## src/hdl/iso_ms_pkg.sv

```systemverilog
// Shared types for the timestamp to epoch milliseconds block.
`timescale 1ns / 1ps
package iso_ms_pkg;

  // One input beat: a character and its end-of-string mark.
  typedef struct packed {
    logic [7:0] char_byte;
    logic       last_byte;
  } in_beat_t;

  // One output beat.
  typedef struct packed {
    logic signed [48:0] epoch_ms;
    logic               format_ok;
  } out_beat_t;

  // Fields of one parsed timestamp, handed from the parser to the arithmetic.
  typedef struct packed {
    logic [13:0] year;
    logic [6:0]  month;
    logic [6:0]  day;
    logic [6:0]  hour;
    logic [6:0]  minute;
    logic [6:0]  second;
    logic [9:0]  fraction;
    logic        off_neg;
    logic [6:0]  off_hours;
    logic [6:0]  off_minutes;
    logic        off_hours_apply;
    logic        off_minutes_apply;
    logic        ok;
  } fields_t;

  // Arithmetic steps, one per cycle.
  typedef enum logic [3:0] {
    OP_NONE,
    OP_LOAD,
    OP_ERA,
    OP_YOE,
    OP_DOE,
    OP_DAYS,
    OP_HOUR,
    OP_MIN,
    OP_SEC,
    OP_MS,
    OP_OFF
  } calc_op_t;

  // Commands from the controller to the datapath.
  typedef struct packed {
    logic     parse_step;
    calc_op_t op;
  } ctrl_cmd_t;

endpackage

```

## src/hdl/iso_ms_parse.sv

```systemverilog
// Character parser: splits the timestamp text into numeric fields.
`timescale 1ns / 1ps
module iso_ms_parse (
  input  logic                clk,
  input  logic                rst,
  input  iso_ms_pkg::in_beat_t in_data,
  input  logic                step,
  output iso_ms_pkg::fields_t fields
);
  import iso_ms_pkg::*;

  typedef enum logic [8:0] {
    PH_LEAD     = 9'b000000001,
    PH_FIXED    = 9'b000000010,
    PH_POS19    = 9'b000000100,
    PH_FRAC     = 9'b000001000,
    PH_OFF_H    = 9'b000010000,
    PH_OFF_SEP  = 9'b000100000,
    PH_OFF_M    = 9'b001000000,
    PH_OFF_DONE = 9'b010000000,
    PH_DONE     = 9'b100000000
  } phase_t;

  localparam logic [1:0] FM_SKIP = 2'd0;
  localparam logic [1:0] FM_TAKE = 2'd1;
  localparam logic [1:0] FM_STOP = 2'd2;

  localparam logic [7:0] CH_TAB    = 8'h09;
  localparam logic [7:0] CH_LF     = 8'h0A;
  localparam logic [7:0] CH_VT     = 8'h0B;
  localparam logic [7:0] CH_FF     = 8'h0C;
  localparam logic [7:0] CH_CR     = 8'h0D;
  localparam logic [7:0] CH_SPACE  = 8'h20;
  localparam logic [7:0] CH_PLUS   = 8'h2B;
  localparam logic [7:0] CH_COMMA  = 8'h2C;
  localparam logic [7:0] CH_DASH   = 8'h2D;
  localparam logic [7:0] CH_DOT    = 8'h2E;
  localparam logic [7:0] CH_ZERO   = 8'h30;
  localparam logic [7:0] CH_NINE   = 8'h39;
  localparam logic [7:0] CH_COLON  = 8'h3A;
  localparam logic [7:0] CH_UP_T   = 8'h54;
  localparam logic [7:0] CH_LOW_T  = 8'h74;

  typedef struct packed {
    logic [13:0] acc;
    logic [1:0]  mode;
  } fld_t;

  typedef struct packed {
    phase_t     phase;
    logic [2:0] count;
    logic [1:0] mode;
    logic [6:0] hacc;
    logic [6:0] macc;
  } ost_t;

  function automatic logic is_trim(input logic [7:0] c);
    return (c == CH_SPACE) || (c == CH_TAB) || (c == CH_CR) || (c == CH_LF);
  endfunction

  function automatic logic is_digit(input logic [7:0] c);
    return (c >= CH_ZERO) && (c <= CH_NINE);
  endfunction

  // Skip leading blanks, take leading digits, stop at anything else.
  function automatic fld_t field_char(input logic [13:0] acc, input logic [1:0] mode,
                                      input logic [7:0] c);
    fld_t r;
    r.acc  = acc;
    r.mode = mode;
    case (mode)
      FM_SKIP: begin
        if (!(is_trim(c) || c == CH_VT || c == CH_FF)) begin
          if (is_digit(c)) begin
            r.acc  = {10'd0, c[3:0]};
            r.mode = FM_TAKE;
          end else begin
            r.mode = FM_STOP;
          end
        end
      end
      FM_TAKE: begin
        if (is_digit(c)) begin
          r.acc = 14'(acc * 14'd10 + {10'd0, c[3:0]});
        end else begin
          r.mode = FM_STOP;
        end
      end
      default: ;
    endcase
    return r;
  endfunction

  // Advance the offset subfields by one character.
  function automatic ost_t offset_char(input ost_t s, input logic [7:0] c);
    ost_t r;
    fld_t f;
    r = s;
    f = '0;
    case (s.phase)
      PH_OFF_H: begin
        f      = field_char({7'd0, s.hacc}, s.mode, c);
        r.hacc = f.acc[6:0];
        r.mode = f.mode;
        if (s.count >= 3'd1) begin
          r.phase = PH_OFF_SEP;
          r.count = 3'd0;
        end else begin
          r.count = s.count + 3'd1;
        end
      end
      PH_OFF_SEP: begin
        r.mode  = FM_SKIP;
        r.phase = PH_OFF_M;
        r.count = 3'd0;
        if (c != CH_COLON) begin
          f      = field_char({7'd0, s.macc}, FM_SKIP, c);
          r.macc = f.acc[6:0];
          r.mode = f.mode;
          r.count = 3'd1;
        end
      end
      PH_OFF_M: begin
        f      = field_char({7'd0, s.macc}, s.mode, c);
        r.macc = f.acc[6:0];
        r.mode = f.mode;
        r.count = s.count + 3'd1;
        if (s.count >= 3'd1) begin
          r.phase = PH_OFF_DONE;
        end
      end
      default: ;
    endcase
    return r;
  endfunction

  phase_t      phase, phase_next;
  logic [5:0]  bpos, bpos_next;
  logic [5:0]  trail, trail_next;
  logic [13:0] year, year_next;
  logic [6:0]  month, month_next;
  logic [6:0]  day, day_next;
  logic [6:0]  hour, hour_next;
  logic [6:0]  minute, minute_next;
  logic [6:0]  second, second_next;
  logic [9:0]  frac, frac_next;
  logic [1:0]  fcnt, fcnt_next;
  logic        neg, neg_next;
  logic [6:0]  oh, oh_next;
  logic [6:0]  om, om_next;
  logic [2:0]  ocnt, ocnt_next;
  logic        err, err_next;
  logic [1:0]  mode, mode_next;
  phase_t      spec_phase, spec_phase_next;
  logic [2:0]  spec_cnt, spec_cnt_next;
  logic [1:0]  spec_mode, spec_mode_next;

  logic [7:0]  c;
  logic        ws;
  logic [6:0]  pos;
  logic        in_body;
  logic        in_off;
  logic        spec_hold;
  fld_t        f;
  ost_t        os;

  assign c  = in_data.char_byte;
  assign ws = is_trim(c);

  // Compute the parser state after this character.
  always_comb begin
    phase_next = phase;  bpos_next = bpos;     trail_next = trail;
    year_next = year;    month_next = month;   day_next = day;
    hour_next = hour;    minute_next = minute; second_next = second;
    frac_next = frac;    fcnt_next = fcnt;     neg_next = neg;
    oh_next = oh;        om_next = om;         ocnt_next = ocnt;
    err_next = err;      mode_next = mode;
    spec_phase_next = spec_phase; spec_cnt_next = spec_cnt; spec_mode_next = spec_mode;
    spec_hold = 1'b0;
    f  = '0;
    os = '0;
    pos = 7'(bpos) + 7'(trail);

    if (phase == PH_LEAD && !ws) begin
      phase_next = PH_FIXED;
      mode_next  = FM_SKIP;
    end
    in_body = (phase_next == PH_FIXED) || (phase_next == PH_POS19) || (phase_next == PH_FRAC);
    in_off  = (phase_next == PH_OFF_H) || (phase_next == PH_OFF_SEP) ||
              (phase_next == PH_OFF_M);

    if (phase_next != PH_LEAD) begin
      if (!ws) begin
        bpos_next  = (pos >= 7'd63) ? 6'd63 : 6'(pos + 7'd1);
        trail_next = 6'd0;
      end else if (trail != 6'd63) begin
        trail_next = trail + 6'd1;
      end

      if (in_body) begin
        case (phase_next)
          PH_FIXED: begin
            if (pos == 7'd4 || pos == 7'd7) begin
              if (c != CH_DASH) err_next = 1'b1;
              mode_next = FM_SKIP;
            end else if (pos == 7'd10) begin
              if (c != CH_UP_T && c != CH_LOW_T && c != CH_SPACE) err_next = 1'b1;
              mode_next = FM_SKIP;
            end else if (pos == 7'd13 || pos == 7'd16) begin
              if (c != CH_COLON) err_next = 1'b1;
              mode_next = FM_SKIP;
            end else if (pos < 7'd4) begin
              f = field_char(year, mode_next, c);
              year_next = f.acc;
              mode_next = f.mode;
            end else if (pos < 7'd7) begin
              f = field_char({7'd0, month}, mode_next, c);
              month_next = f.acc[6:0];
              mode_next  = f.mode;
            end else if (pos < 7'd10) begin
              f = field_char({7'd0, day}, mode_next, c);
              day_next  = f.acc[6:0];
              mode_next = f.mode;
            end else if (pos < 7'd13) begin
              f = field_char({7'd0, hour}, mode_next, c);
              hour_next = f.acc[6:0];
              mode_next = f.mode;
            end else if (pos < 7'd16) begin
              f = field_char({7'd0, minute}, mode_next, c);
              minute_next = f.acc[6:0];
              mode_next   = f.mode;
            end else begin
              f = field_char({7'd0, second}, mode_next, c);
              second_next = f.acc[6:0];
              mode_next   = f.mode;
            end
            if (pos >= 7'd18) phase_next = PH_POS19;
          end
          PH_POS19: begin
            if (c == CH_DOT || c == CH_COMMA) begin
              phase_next = PH_FRAC;
              fcnt_next  = 2'd0;
            end else if (c == CH_PLUS || c == CH_DASH) begin
              phase_next = PH_OFF_H;
              neg_next   = (c == CH_DASH);
              ocnt_next  = 3'd0;
              mode_next  = FM_SKIP;
            end else begin
              phase_next = PH_DONE;
            end
          end
          default: begin
            // Fraction digits: weight 100, 10, 1, then ignore the rest.
            if (is_digit(c)) begin
              if (fcnt != 2'd3) begin
                case (fcnt)
                  2'd0:    frac_next = frac + 10'(c[3:0]) * 10'd100;
                  2'd1:    frac_next = frac + 10'(c[3:0]) * 10'd10;
                  default: frac_next = frac + 10'(c[3:0]);
                endcase
                fcnt_next = fcnt + 2'd1;
              end
            end else if (c == CH_PLUS || c == CH_DASH) begin
              phase_next = PH_OFF_H;
              neg_next   = (c == CH_DASH);
              ocnt_next  = 3'd0;
              mode_next  = FM_SKIP;
            end else begin
              phase_next = PH_DONE;
            end
          end
        endcase
      end else if (in_off) begin
        // Blanks advance only a tentative copy, committed by the next non-blank.
        os = '{phase: spec_phase, count: spec_cnt, mode: spec_mode, hacc: oh, macc: om};
        if (ws) begin
          os = offset_char(os, CH_SPACE);
          spec_phase_next = os.phase;
          spec_cnt_next   = os.count;
          spec_mode_next  = os.mode;
          spec_hold       = 1'b1;
        end else begin
          os = offset_char(os, c);
          phase_next = os.phase;
          ocnt_next  = os.count;
          mode_next  = os.mode;
          oh_next    = os.hacc;
          om_next    = os.macc;
        end
      end
    end

    if (!spec_hold) begin
      spec_phase_next = phase_next;
      spec_cnt_next   = ocnt_next;
      spec_mode_next  = mode_next;
    end
  end

  // Hold state between beats; clear after the last beat of a string.
  always_ff @(posedge clk) begin
    if (rst || (step && in_data.last_byte)) begin
      phase <= PH_LEAD;  bpos <= '0;   trail <= '0;
      year <= '0;  month <= '0;  day <= '0;  hour <= '0;  minute <= '0;  second <= '0;
      frac <= '0;  fcnt <= '0;   neg <= 1'b0;  oh <= '0;  om <= '0;  ocnt <= '0;
      err <= 1'b0; mode <= FM_SKIP;
      spec_phase <= PH_LEAD;  spec_cnt <= '0;  spec_mode <= FM_SKIP;
    end else if (step) begin
      phase <= phase_next;  bpos <= bpos_next;  trail <= trail_next;
      year <= year_next;  month <= month_next;  day <= day_next;
      hour <= hour_next;  minute <= minute_next;  second <= second_next;
      frac <= frac_next;  fcnt <= fcnt_next;  neg <= neg_next;
      oh <= oh_next;  om <= om_next;  ocnt <= ocnt_next;
      err <= err_next;  mode <= mode_next;
      spec_phase <= spec_phase_next;  spec_cnt <= spec_cnt_next;
      spec_mode <= spec_mode_next;
    end
  end

  // Present the fields as they stand after the current beat.
  always_comb begin
    fields.year              = year_next;
    fields.month             = month_next;
    fields.day               = day_next;
    fields.hour              = hour_next;
    fields.minute            = minute_next;
    fields.second            = second_next;
    fields.fraction          = frac_next;
    fields.off_neg           = neg_next;
    fields.off_hours         = oh_next;
    fields.off_minutes       = om_next;
    fields.off_hours_apply   = phase_next inside {PH_OFF_SEP, PH_OFF_M, PH_OFF_DONE};
    fields.off_minutes_apply = (phase_next == PH_OFF_DONE);
    fields.ok = !err_next && (bpos_next >= 6'd19) &&
                (month_next >= 7'd1) && (month_next <= 7'd12) &&
                (day_next >= 7'd1) && (day_next <= 7'd31);
  end

endmodule

```

## src/hdl/iso_ms_calc.sv

```systemverilog
// Arithmetic datapath: civil date and time to epoch milliseconds, one step a cycle.
`timescale 1ns / 1ps
module iso_ms_calc (
  input  logic                  clk,
  input  iso_ms_pkg::ctrl_cmd_t cmd,
  input  iso_ms_pkg::fields_t   fields,
  output iso_ms_pkg::out_beat_t out_data
);
  import iso_ms_pkg::*;

  // Days from March 1 to the first of each month.
  function automatic logic [8:0] month_base(input logic [6:0] m);
    case (m)
      7'd3:    return 9'd0;
      7'd4:    return 9'd31;
      7'd5:    return 9'd61;
      7'd6:    return 9'd92;
      7'd7:    return 9'd122;
      7'd8:    return 9'd153;
      7'd9:    return 9'd184;
      7'd10:   return 9'd214;
      7'd11:   return 9'd245;
      7'd12:   return 9'd275;
      7'd1:    return 9'd306;
      7'd2:    return 9'd337;
      default: return 9'd0;
    endcase
  endfunction

  fields_t            snap;
  logic signed [14:0] y;
  logic signed [5:0]  era;
  logic [8:0]         yoe;
  logic [17:0]        doe;
  logic [12:0]        offmin;
  logic [28:0]        shift;
  logic signed [48:0] acc;

  logic [27:0]        era_prod;
  logic signed [15:0] yoe_w;
  logic [1:0]         cent;
  logic [8:0]         doy;
  logic signed [48:0] shift_s;

  // y / 400 by reciprocal; exact for four-digit years.
  assign era_prod = 28'(y[13:0]) * 28'd5243;
  assign yoe_w    = 16'(y) - 16'(era) * 16'sd400;
  assign cent     = (yoe >= 9'd300) ? 2'd3 : (yoe >= 9'd200) ? 2'd2 :
                    (yoe >= 9'd100) ? 2'd1 : 2'd0;
  assign doy      = 9'(month_base(snap.month) + 9'(snap.day) - 9'd1);
  assign shift_s  = 49'($signed({1'b0, shift}));

  // Run one step of the day and millisecond arithmetic.
  always_ff @(posedge clk) begin
    case (cmd.op)
      OP_LOAD: begin
        snap <= fields;
        y    <= $signed({1'b0, fields.year}) - ((fields.month <= 7'd2) ? 15'sd1 : 15'sd0);
      end
      OP_ERA: begin
        era    <= y[14] ? -6'sd1 : $signed(6'(era_prod >> 21));
        offmin <= snap.off_hours_apply ?
                  13'(13'(snap.off_hours) * 13'd60 +
                      (snap.off_minutes_apply ? 13'(snap.off_minutes) : 13'd0)) : 13'd0;
      end
      OP_YOE: begin
        yoe   <= yoe_w[8:0];
        shift <= 29'(offmin) * 29'd60000;
      end
      OP_DOE: doe <= 18'(yoe) * 18'd365 + 18'(yoe >> 2) - 18'(cent) + 18'(doy);
      OP_DAYS: acc <= 49'(era) * 49'sd146097 + 49'($signed({1'b0, doe})) - 49'sd719468;
      OP_HOUR: acc <= acc * 49'sd24 + 49'($signed({1'b0, snap.hour}));
      OP_MIN:  acc <= acc * 49'sd60 + 49'($signed({1'b0, snap.minute}));
      OP_SEC:  acc <= acc * 49'sd60 + 49'($signed({1'b0, snap.second}));
      OP_MS:   acc <= acc * 49'sd1000 + 49'($signed({1'b0, snap.fraction}));
      OP_OFF: begin
        if (!snap.ok) begin
          acc <= '0;
        end else if (snap.off_neg) begin
          acc <= acc + shift_s;
        end else begin
          acc <= acc - shift_s;
        end
      end
      default: ;
    endcase
  end

  assign out_data.epoch_ms  = acc;
  assign out_data.format_ok = snap.ok;

endmodule

```

## src/hdl/iso_ms_ctrl.sv

```systemverilog
// Controller: accepts characters, then sequences the arithmetic and the output beat.
`timescale 1ns / 1ps
module iso_ms_ctrl (
  input  logic                  clk,
  input  logic                  rst,
  input  logic                  in_valid,
  input  logic                  in_last,
  input  logic                  out_ready,
  output logic                  in_ready,
  output logic                  out_valid,
  output iso_ms_pkg::ctrl_cmd_t cmd
);
  import iso_ms_pkg::*;

  typedef enum logic [10:0] {
    S_PARSE = 11'b00000000001,
    S_ERA   = 11'b00000000010,
    S_YOE   = 11'b00000000100,
    S_DOE   = 11'b00000001000,
    S_DAYS  = 11'b00000010000,
    S_HOUR  = 11'b00000100000,
    S_MIN   = 11'b00001000000,
    S_SEC   = 11'b00010000000,
    S_MS    = 11'b00100000000,
    S_OFF   = 11'b01000000000,
    S_OUT   = 11'b10000000000
  } state_t;

  state_t state, state_next;
  logic   accept;

  assign in_ready  = (state == S_PARSE);
  assign out_valid = (state == S_OUT);
  assign accept    = in_valid && in_ready;

  // Pick the next step and the command for the datapath.
  always_comb begin
    state_next     = state;
    cmd.parse_step = accept;
    cmd.op         = OP_NONE;
    case (state)
      S_PARSE: begin
        if (accept && in_last) begin
          cmd.op     = OP_LOAD;
          state_next = S_ERA;
        end
      end
      S_ERA:  begin cmd.op = OP_ERA;  state_next = S_YOE;  end
      S_YOE:  begin cmd.op = OP_YOE;  state_next = S_DOE;  end
      S_DOE:  begin cmd.op = OP_DOE;  state_next = S_DAYS; end
      S_DAYS: begin cmd.op = OP_DAYS; state_next = S_HOUR; end
      S_HOUR: begin cmd.op = OP_HOUR; state_next = S_MIN;  end
      S_MIN:  begin cmd.op = OP_MIN;  state_next = S_SEC;  end
      S_SEC:  begin cmd.op = OP_SEC;  state_next = S_MS;   end
      S_MS:   begin cmd.op = OP_MS;   state_next = S_OFF;  end
      S_OFF:  begin cmd.op = OP_OFF;  state_next = S_OUT;  end
      S_OUT: begin
        if (out_ready) state_next = S_PARSE;
      end
      default: state_next = S_PARSE;
    endcase
  end

  // Advance the state.
  always_ff @(posedge clk) begin
    if (rst) begin
      state <= S_PARSE;
    end else begin
      state <= state_next;
    end
  end

endmodule

```

## src/hdl/iso8601_timestamp_to_epoch_ms.sv

```systemverilog
// Top level: ISO 8601 timestamp text to UTC epoch milliseconds.
// The result beat becomes valid after the beat marked last is taken and the nine arithmetic steps have run.
// Throughput: one character per cycle while input is accepted; between strings the block
//   waits out the nine arithmetic steps and the output beat before it takes a new string.
// Input is not taken while the arithmetic runs or the result waits.
// Reset (rst, synchronous) returns the parser to leading whitespace and the controller to idle.
`timescale 1ns / 1ps
module iso8601_timestamp_to_epoch_ms (
  input  logic                  clk,
  input  logic                  rst,
  input  logic                  in_valid,
  output logic                  in_ready,
  input  iso_ms_pkg::in_beat_t  in_data,
  output logic                  out_valid,
  input  logic                  out_ready,
  output iso_ms_pkg::out_beat_t out_data
);
  import iso_ms_pkg::*;

  ctrl_cmd_t cmd;
  fields_t   fields;

  iso_ms_ctrl u_ctrl (
    .clk       (clk),
    .rst       (rst),
    .in_valid  (in_valid),
    .in_last   (in_data.last_byte),
    .out_ready (out_ready),
    .in_ready  (in_ready),
    .out_valid (out_valid),
    .cmd       (cmd)
  );

  iso_ms_parse u_parse (
    .clk     (clk),
    .rst     (rst),
    .in_data (in_data),
    .step    (cmd.parse_step),
    .fields  (fields)
  );

  iso_ms_calc u_calc (
    .clk      (clk),
    .cmd      (cmd),
    .fields   (fields),
    .out_data (out_data)
  );

  // No input beat is taken while a result is pending.
  a_no_in_while_out: assert property (@(posedge clk) disable iff (rst)
    out_valid |-> !in_ready) else $error("input taken while result pending");

  // The last character starts the arithmetic and blocks input.
  a_last_blocks: assert property (@(posedge clk) disable iff (rst)
    (in_valid && in_ready && in_data.last_byte) |=> (!in_ready && !out_valid))
    else $error("last beat did not start arithmetic");

  // Taking the result reopens the input.
  a_out_reopens: assert property (@(posedge clk) disable iff (rst)
    (out_valid && out_ready) |=> in_ready) else $error("input not reopened");

  // A malformed timestamp reports zero.
  a_bad_is_zero: assert property (@(posedge clk) disable iff (rst)
    (out_valid && !out_data.format_ok) |-> (out_data.epoch_ms == '0))
    else $error("invalid result not zero");

endmodule
```

## config.mk

```make
export PLATFORM = sky130hd
export DESIGN_NAME = iso8601_timestamp_to_epoch_ms
export DESIGN_NICKNAME = d
export VERILOG_FILES = /design/src/hdl/iso_ms_pkg.sv /design/src/hdl/iso_ms_parse.sv /design/src/hdl/iso_ms_calc.sv /design/src/hdl/iso_ms_ctrl.sv /design/src/hdl/iso8601_timestamp_to_epoch_ms.sv
export SDC_FILE = /design/constraint.sdc
export NUM_CORES = 2
export LEC_CHECK = 0
export BUFFER_PORTS_ARGS = -buffer_cell sky130_fd_sc_hd__buf_2
export CELL_PAD_IN_SITES_DETAIL_PLACEMENT = 0
export CELL_PAD_IN_SITES_GLOBAL_PLACEMENT = 2
export CORE_ASPECT_RATIO = 1.75
export CORE_MARGIN = 2
export CORE_UTILIZATION = 40
export DETAILED_ROUTE_END_ITERATION = 10
export PLACE_DENSITY_LB_ADDON = 0.1
export REMOVE_ABC_BUFFERS = 1
export SLEW_MARGIN = 20
export SYNTH_ARGS = -nofsm -noshare
export SYNTH_HDL_FRONTEND = slang
export SYNTH_SLANG_ARGS = --single-unit
```

## constraint.sdc

```tcl
create_clock -name clk -period 9.1 [get_ports clk]
set_input_delay 2.275 -clock clk [delete_from_list [all_inputs] [get_ports clk]]
set_output_delay 2.275 -clock clk [all_outputs]
set_load 0.005 [all_outputs]
```

# Word-level counts from Yosys, hierarchy flattened
# Memory sizes are Yosys's and may differ from the RTL's. A register that Yosys moved wholly into a read port is not among the register bits.
# Cells that the tools add are included.
# word_totals
ff_bits	325
latch_bits	0
ram_bits	0
rom_bits	144
inputBits	13
wordCells	430
memories	1
# mem_list
name	words	word_bits	rd	rd_clocked_by_memory_dff	write_ports	line	rtl
(no name shown)	16	9	1	1	0	iso_ms_calc.sv:13	case (m)
# op_classes
n_addsub	32
mul	19
div	0
magnitude_cmp	19
eq_ne	69
shift	0
muxes	209
n_bitwise	1
n_reduce_logical	40
# op_table
op	n
2-to-1 mux 7 bit	74
one-hot mux 49 bit (6 select lines)	1
2-to-1 mux 9 bit	25
adder 49 x 8 -> 49 bit	3
one-hot mux 9 bit (2 select lines)	8
2-to-1 mux 14 bit	9
one-hot mux 11 bit (11 select lines)	1
2-to-1 mux 49 bit	2
one-hot mux 14 bit (3 select lines)	2
2-to-1 mux 2 bit	30
2-to-1 mux 10 bit	5
adder 49 x 11 -> 49 bit	1
adder 49 x 19 -> 49 bit	1
adder 49 x 30 -> 49 bit	1
adder 7 x 4 -> 7 bit	7
multiplier 49 x 3 -> 46 bit (second input constant)	1
multiplier 49 x 5 -> 47 bit (second input constant)	1
multiplier 49 x 8 -> 46 bit (second input constant)	1
multiplier 7 x 3 -> 6 bit (second input constant)	7
subtractor 49 x 21 -> 49 bit (second input constant)	1
subtractor 49 x 30 -> 49 bit	1
2-to-1 mux 3 bit	14
equality test 8 x 4 -> 1 bit (second input constant)	5
equality test 8 x 6 -> 1 bit (second input constant)	5
101 further kinds	183

# Logic depth before layout (Yosys ltp)
# depth
word_depth	22
ltp_mapped	32
mapped_depth_nobuf	32

# Hierarchy
# Synthesis repeated with hierarchy kept, for this count alone.
# hier_totals
hier_cells	6288
area_unflattened_um2	54883.9
# by_module_without_submodules
module	n_inst	cells_each	area_each_um2
iso_ms_calc	1	4766	42968.7
iso_ms_parse	1	1432	11158.2
iso_ms_ctrl	1	90	757.0

# Worst setup path before layout
# OpenSTA, ideal clock, no wires.
# synth_path
kind	register -> register
from	register u_calc.acc[6]
to	register u_calc.acc[43], data pin
setup_time_ps	261
arrival_ps	6490
required_time_ps	8839
slack_ps	2349
path_stages_with_launch	24
n_path_buf	1
synth_period_minus_slack_ps	6751
cell_sequence	edfxtp_1 -> inv_1 -> fa_1 -> fa_1 -> inv_1 -> fa_1 -> inv_1 -> fa_1 -> inv_1 -> ha_1 -> buf_1 -> nand3_1 -> a21oi_1 -> a211oi_1 -> or4_1 -> a311oi_1 -> and4_1 -> nand3_1 -> nor3b_1 -> nand4_1 -> nor4_1 -> xor2_1 -> a221o_1 -> a221o_1
# synth_via
elab_chain_cells	4
# synth_lines
element	line	rtl
start, declared	iso_ms_calc.sv:37	logic signed [48:0] acc;
start signal, assigned	iso_ms_calc.sv:71	OP_DAYS: acc <= 49'(era) * 49'sd146097 + 49'($signed({1'b0, doe})) - 49'sd719468;
start signal, assigned	iso_ms_calc.sv:72	OP_HOUR: acc <= acc * 49'sd24 + 49'($signed({1'b0, snap.hour}));
start signal, assigned	iso_ms_calc.sv:73	OP_MIN: acc <= acc * 49'sd60 + 49'($signed({1'b0, snap.minute}));
parallel branches: the longest is 3 deep, another holds multiplier 49 x 8 -> 46 bit	n/a	
one-hot mux 49 bit (6 select lines) *	iso_ms_calc.sv:55	case (cmd.op)
# Every way passes the cells marked *.
# A chain may end at the register's enable or synchronous reset.

# Final worst setup path
# layout_path
from	register u_calc.acc[4]
to	register u_calc.acc[43], data pin
# Same word-level chain as after synthesis.

==> reports/qor.json <==
{
  "design_power_total_w": 0.00839,
  "design_area_mm2": 0.0580,
  "drt-pass1-iter-count": 8,
  "worst_skew_pair.late_latency_ns": 0.62,
  "layoutNonFillerInstCount": 8110,
  "finalSetupViolCount": 0,
  "irDropWorstVdd_mv": 0.294,
  "final.min_clock_period_ns": 7.94,
  "number_of_global_route_vias_before_repair": 47876,
  "gp_congestion": 0.967,
  "cts_made_buffers": 40,
  "drt_wl_total_um": 197000,
  "setup_tns_ns": 0,
  "vias_per_cell": 5.58,
  "post_synth_num_cell_types": 108,
  "post_synthesis_instance_total": 6268,
  "post_synth_instance_area_mm2": 0.0541,
  "placedCellCount": 8036,
  "timing.hold.ws_ns": 0.455,
  "place.detailed.hpwl_um": 167000,
  "postCtsSetupRepairBufs": 0,
  "flop_and_latch_count_out_of_synthesis": 334,
  "die_w_um": 282,
  "cts.htree.levels": 2,
  "slew_viol_final": 0,
  "timing.critical_path.arrival_ns": 8.32,
  "crit_fanout": 7,
  "flow.area_growth_from_synthesis_pct": 7.30,
  "cts-root-to-sink-buffers": 3,
  "worst_path_top_cell_family_by_delay": "simple AND/OR/NAND/NOR gates",
  "min_period_over_period": 0.873,
  "run_status": "finished clean",
  "tritoncts_clock_tree": "done",
  "post_synthesis_average_cell_area_um2": 8.63,
  "nNetsFinal": 7538,
  "synth_flop_cell": "edfxtp_1",
  "final_hold_violation_count": 0,
  "worstPathBufferInverterCount": 5,
  "multi_input_comb_area_mm2": 0.0412,
  "cellPowerDensity_mw_per_mm2": 145,
  "post_cts.resized_instances": 0,
  "core.rowCount": 178,
  "worstSetupStartpointType": "register",
  "timing.clock.skew_ns": 0.0337,
  "grtUsageTotal": 0.285,
  "antenna_found_initial": 2,
  "holdCritPathClass": "register to register",
  "synth-seq-area-share": 0.160,
  "synth-warning-count": 0,
  "critical_path.cell_chain": "inv_1, fa_1, fa_1, inv_1, fa_1, inv_1, fa_1, inv_1, ha_1, o21ai_0, nor2_1, a211oi_1, or4_1, a311oi_1, and4_1, nand3_1, nor3b_1, nand4_1, buf_4, nor4_1, xor2_1, a221o_1, a221o_1",
  "async_reset_ff_frac": 0,
  "final_ant_viol_nets": 0,
  "grt_first_pass_wirelength_um": 294000,
  "synth_edf_count": 197,
  "floorplan.core_area_mm2": 0.134,
  "clock_pin_slew_on_the_worst_setup_and_hold_paths_ns": 0.07,
  "grt_start_max_net_pins": 72,
  "grt-ovfl-total": 0,
  "die_h_um": 490,
  "dr_total_vias": 45237,
  "number_of_max_capacitance_violations_reported": 0,
  "timing.critical_path.required_ns": 9.47,
  "cts_hold_buffers": 0,
  "leakage_dissipation_nw": 26.4,
  "cp_slowest_stage_delay_ns": 0.52,
  "fp.dieArea_mm2": 0.138,
  "worst_margin_pin_slew_ns": 1.20,
  "io_pins": 65,
  "unrepaired_setup_endpoints_after_global_routing": "no",
  "critical_path.slowest_cell": "fa_1",
  "buffer_ports.inserted": 64,
  "drt-initial-drc-count": 2123,
  "clkSinkCount": 334,
  "layout_fillers": 13561,
  "place_area_mm2": 0.0566,
  "timing.setup.critical_path_class": "register to register",
  "slew_headroom": 0.197,
  "effective_utilization_at_floorplan": 0.403,
  "avgRoutedWirePerCell_um": 24.3,
  "max_freq_mhz": 126,
  "cts_root_buffer": "clkbuf_16",
  "post-route-drc-count": 0,
  "area.sequential_mm2": 0.00866,
  "proportion_of_layout_cells_with_a_drive_suffix_above_1": 0.0480,
  "setup.worst_path.end_class": "register"
}
==> cells in the mapped netlist (18+ instances only) <==
master | count | area [um2]
nor2_1 | 411 | 1540
a21o_1 | 139 | 1040
nand2_1 | 367 | 1380
inv_1 | 963 | 3610
nand3_1 | 127 | 636
nor2b_1 | 68 | 425
or2_2 | 31 | 194
o21a_1 | 54 | 405
nor3_1 | 115 | 576
a221oi_1 | 27 | 236
o22ai_1 | 33 | 206
a211oi_1 | 69 | 518
mux2i_1 | 18 | 180
o31ai_1 | 24 | 180
nor3b_1 | 27 | 203
and4_1 | 18 | 158
nor4_1 | 39 | 244
edfxtp_1 | 197 | 5920
and2_1 | 59 | 369
o21ai_0 | 261 | 1310
o21bai_1 | 58 | 435
a21oi_1 | 463 | 2320
and3_1 | 58 | 363
clkbuf_1 | 132 | 495
o211ai_1 | 49 | 368
fa_1 | 459 | 9190
xor2_1 | 195 | 1710
nand4_1 | 70 | 438
a22oi_1 | 22 | 165
or3_1 | 39 | 244
buf_2 | 22 | 110
dfxtp_1 | 137 | 2740
a22o_1 | 18 | 158
a31oi_1 | 34 | 213
ha_1 | 788 | 9860
nand3b_1 | 18 | 135
nand2b_1 | 52 | 325
xnor2_1 | 308 | 2700
==> registers in the layout (all words and copies together) (netlist names), 9 cells and up, named ones only <==
register and count:
u_ctrl.state 11, u_calc.doe 18, u_calc.offmin 13, u_calc.snap 62
u_calc.acc 49, u_parse.phase 9, u_parse.year 14, u_parse.frac 10
u_parse.spec_phase 9, u_calc.yoe 9, u_calc.shift 24, u_calc.y 15
==> placed cells by master (no fill, tap or decap), types with 194 or more instances in the layout <==
cell / n
ha_1: 788
edfxtp_1: 197
xnor2_1: 308
nor2_1: 410
a21oi_1: 463
fa_1: 459
nand2_1: 366
o21ai_0: 261
xor2_1: 194
inv_1: 962
==> through the flow <==
step | util | setup slack [ns]
6_report | 0.432 | 1.16
5_1_grt | 0.432 | 0.764
2_1_floorplan | - | 2.35
3_5_place_dp | 0.421 | 1.19
4_1_cts | 0.432 | 1.21
3_3_place_gp | 0.421 | 1.26
==> metal layers <==
metal	up-vias	share of wire	GRT usage
li1	21717	-	-
met1	21897	0.32	0.256
met2	1085	0.54	0.549
met3	536	0.029	0.0259
met4	2	0.11	0.260
met5	-	0.000066	0
==> cells by family (layout without fill, tap and decap cells) <==
family                     after synthesis  in the layout  share of synthesized area
DFF                                    334            334                      0.160
and+or+nand+nor                       1567           1567                      0.146
xor gates and xnor gates               503            503                     0.0815
other                                    0              1                          0
adders and majority gates             1247           1247                      0.352
buffers and inverters                 1130           1171                     0.0792
muxes                                   29             29                    0.00562
AOI/OAI and AO/OA                     1458           1458                      0.175
==> final cells by class <==
class	instances	share of cell area
Timing Repair Buffer	134	0.0146
Multi-Input combinational cell	4804	0.710
Clock inverter	21	0.00530
Sequential cell	334	0.149
Antenna cell	1	0.0000431
Tap cell	1800	0.0388
Clock buffer	52	0.0194
Inverter	964	0.0624
==> worst register-to-register path: stages (launching register included) <==
cell and delay (ns):
edfxtp_1 0.49, inv_1 0.43, fa_1 0.51, fa_1 0.50, inv_1 0.06, fa_1 0.52
inv_1 0.05, fa_1 0.52, inv_1 0.04, ha_1 0.34, o21ai_0 0.16, nor2_1 0.45
a211oi_1 0.19, or4_1 0.52, a311oi_1 0.51, and4_1 0.36, nand3_1 0.31, nor3b_1 0.42
nand4_1 0.15, buf_4 0.23, nor4_1 0.24, xor2_1 0.14, a221o_1 0.31, a221o_1 0.25
==> where the power goes <==
group | leakage (nW) | switching, W | total (W) | internal, W
sequential | 2.93 | 0.000103 | 0.00191 | 0.00181
clock | 0.695 | 0.000769 | 0.00183 | 0.00106
combinational | 22.8 | 0.00271 | 0.00465 | 0.00194
==> final timing paths <==
kind         slack (ns)               to  cells past startpoint            start
max                1.16   u_calc.acc[43]                     23    u_calc.acc[4]
min                0.46  u_parse.ocnt[1]                      2  u_parse.ocnt[1]
min reg2reg        0.46  u_parse.ocnt[1]                      2  u_parse.ocnt[1]
max reg2reg        1.16   u_calc.acc[43]                     23    u_calc.acc[4]
Power figures use the tool's default switching activity.
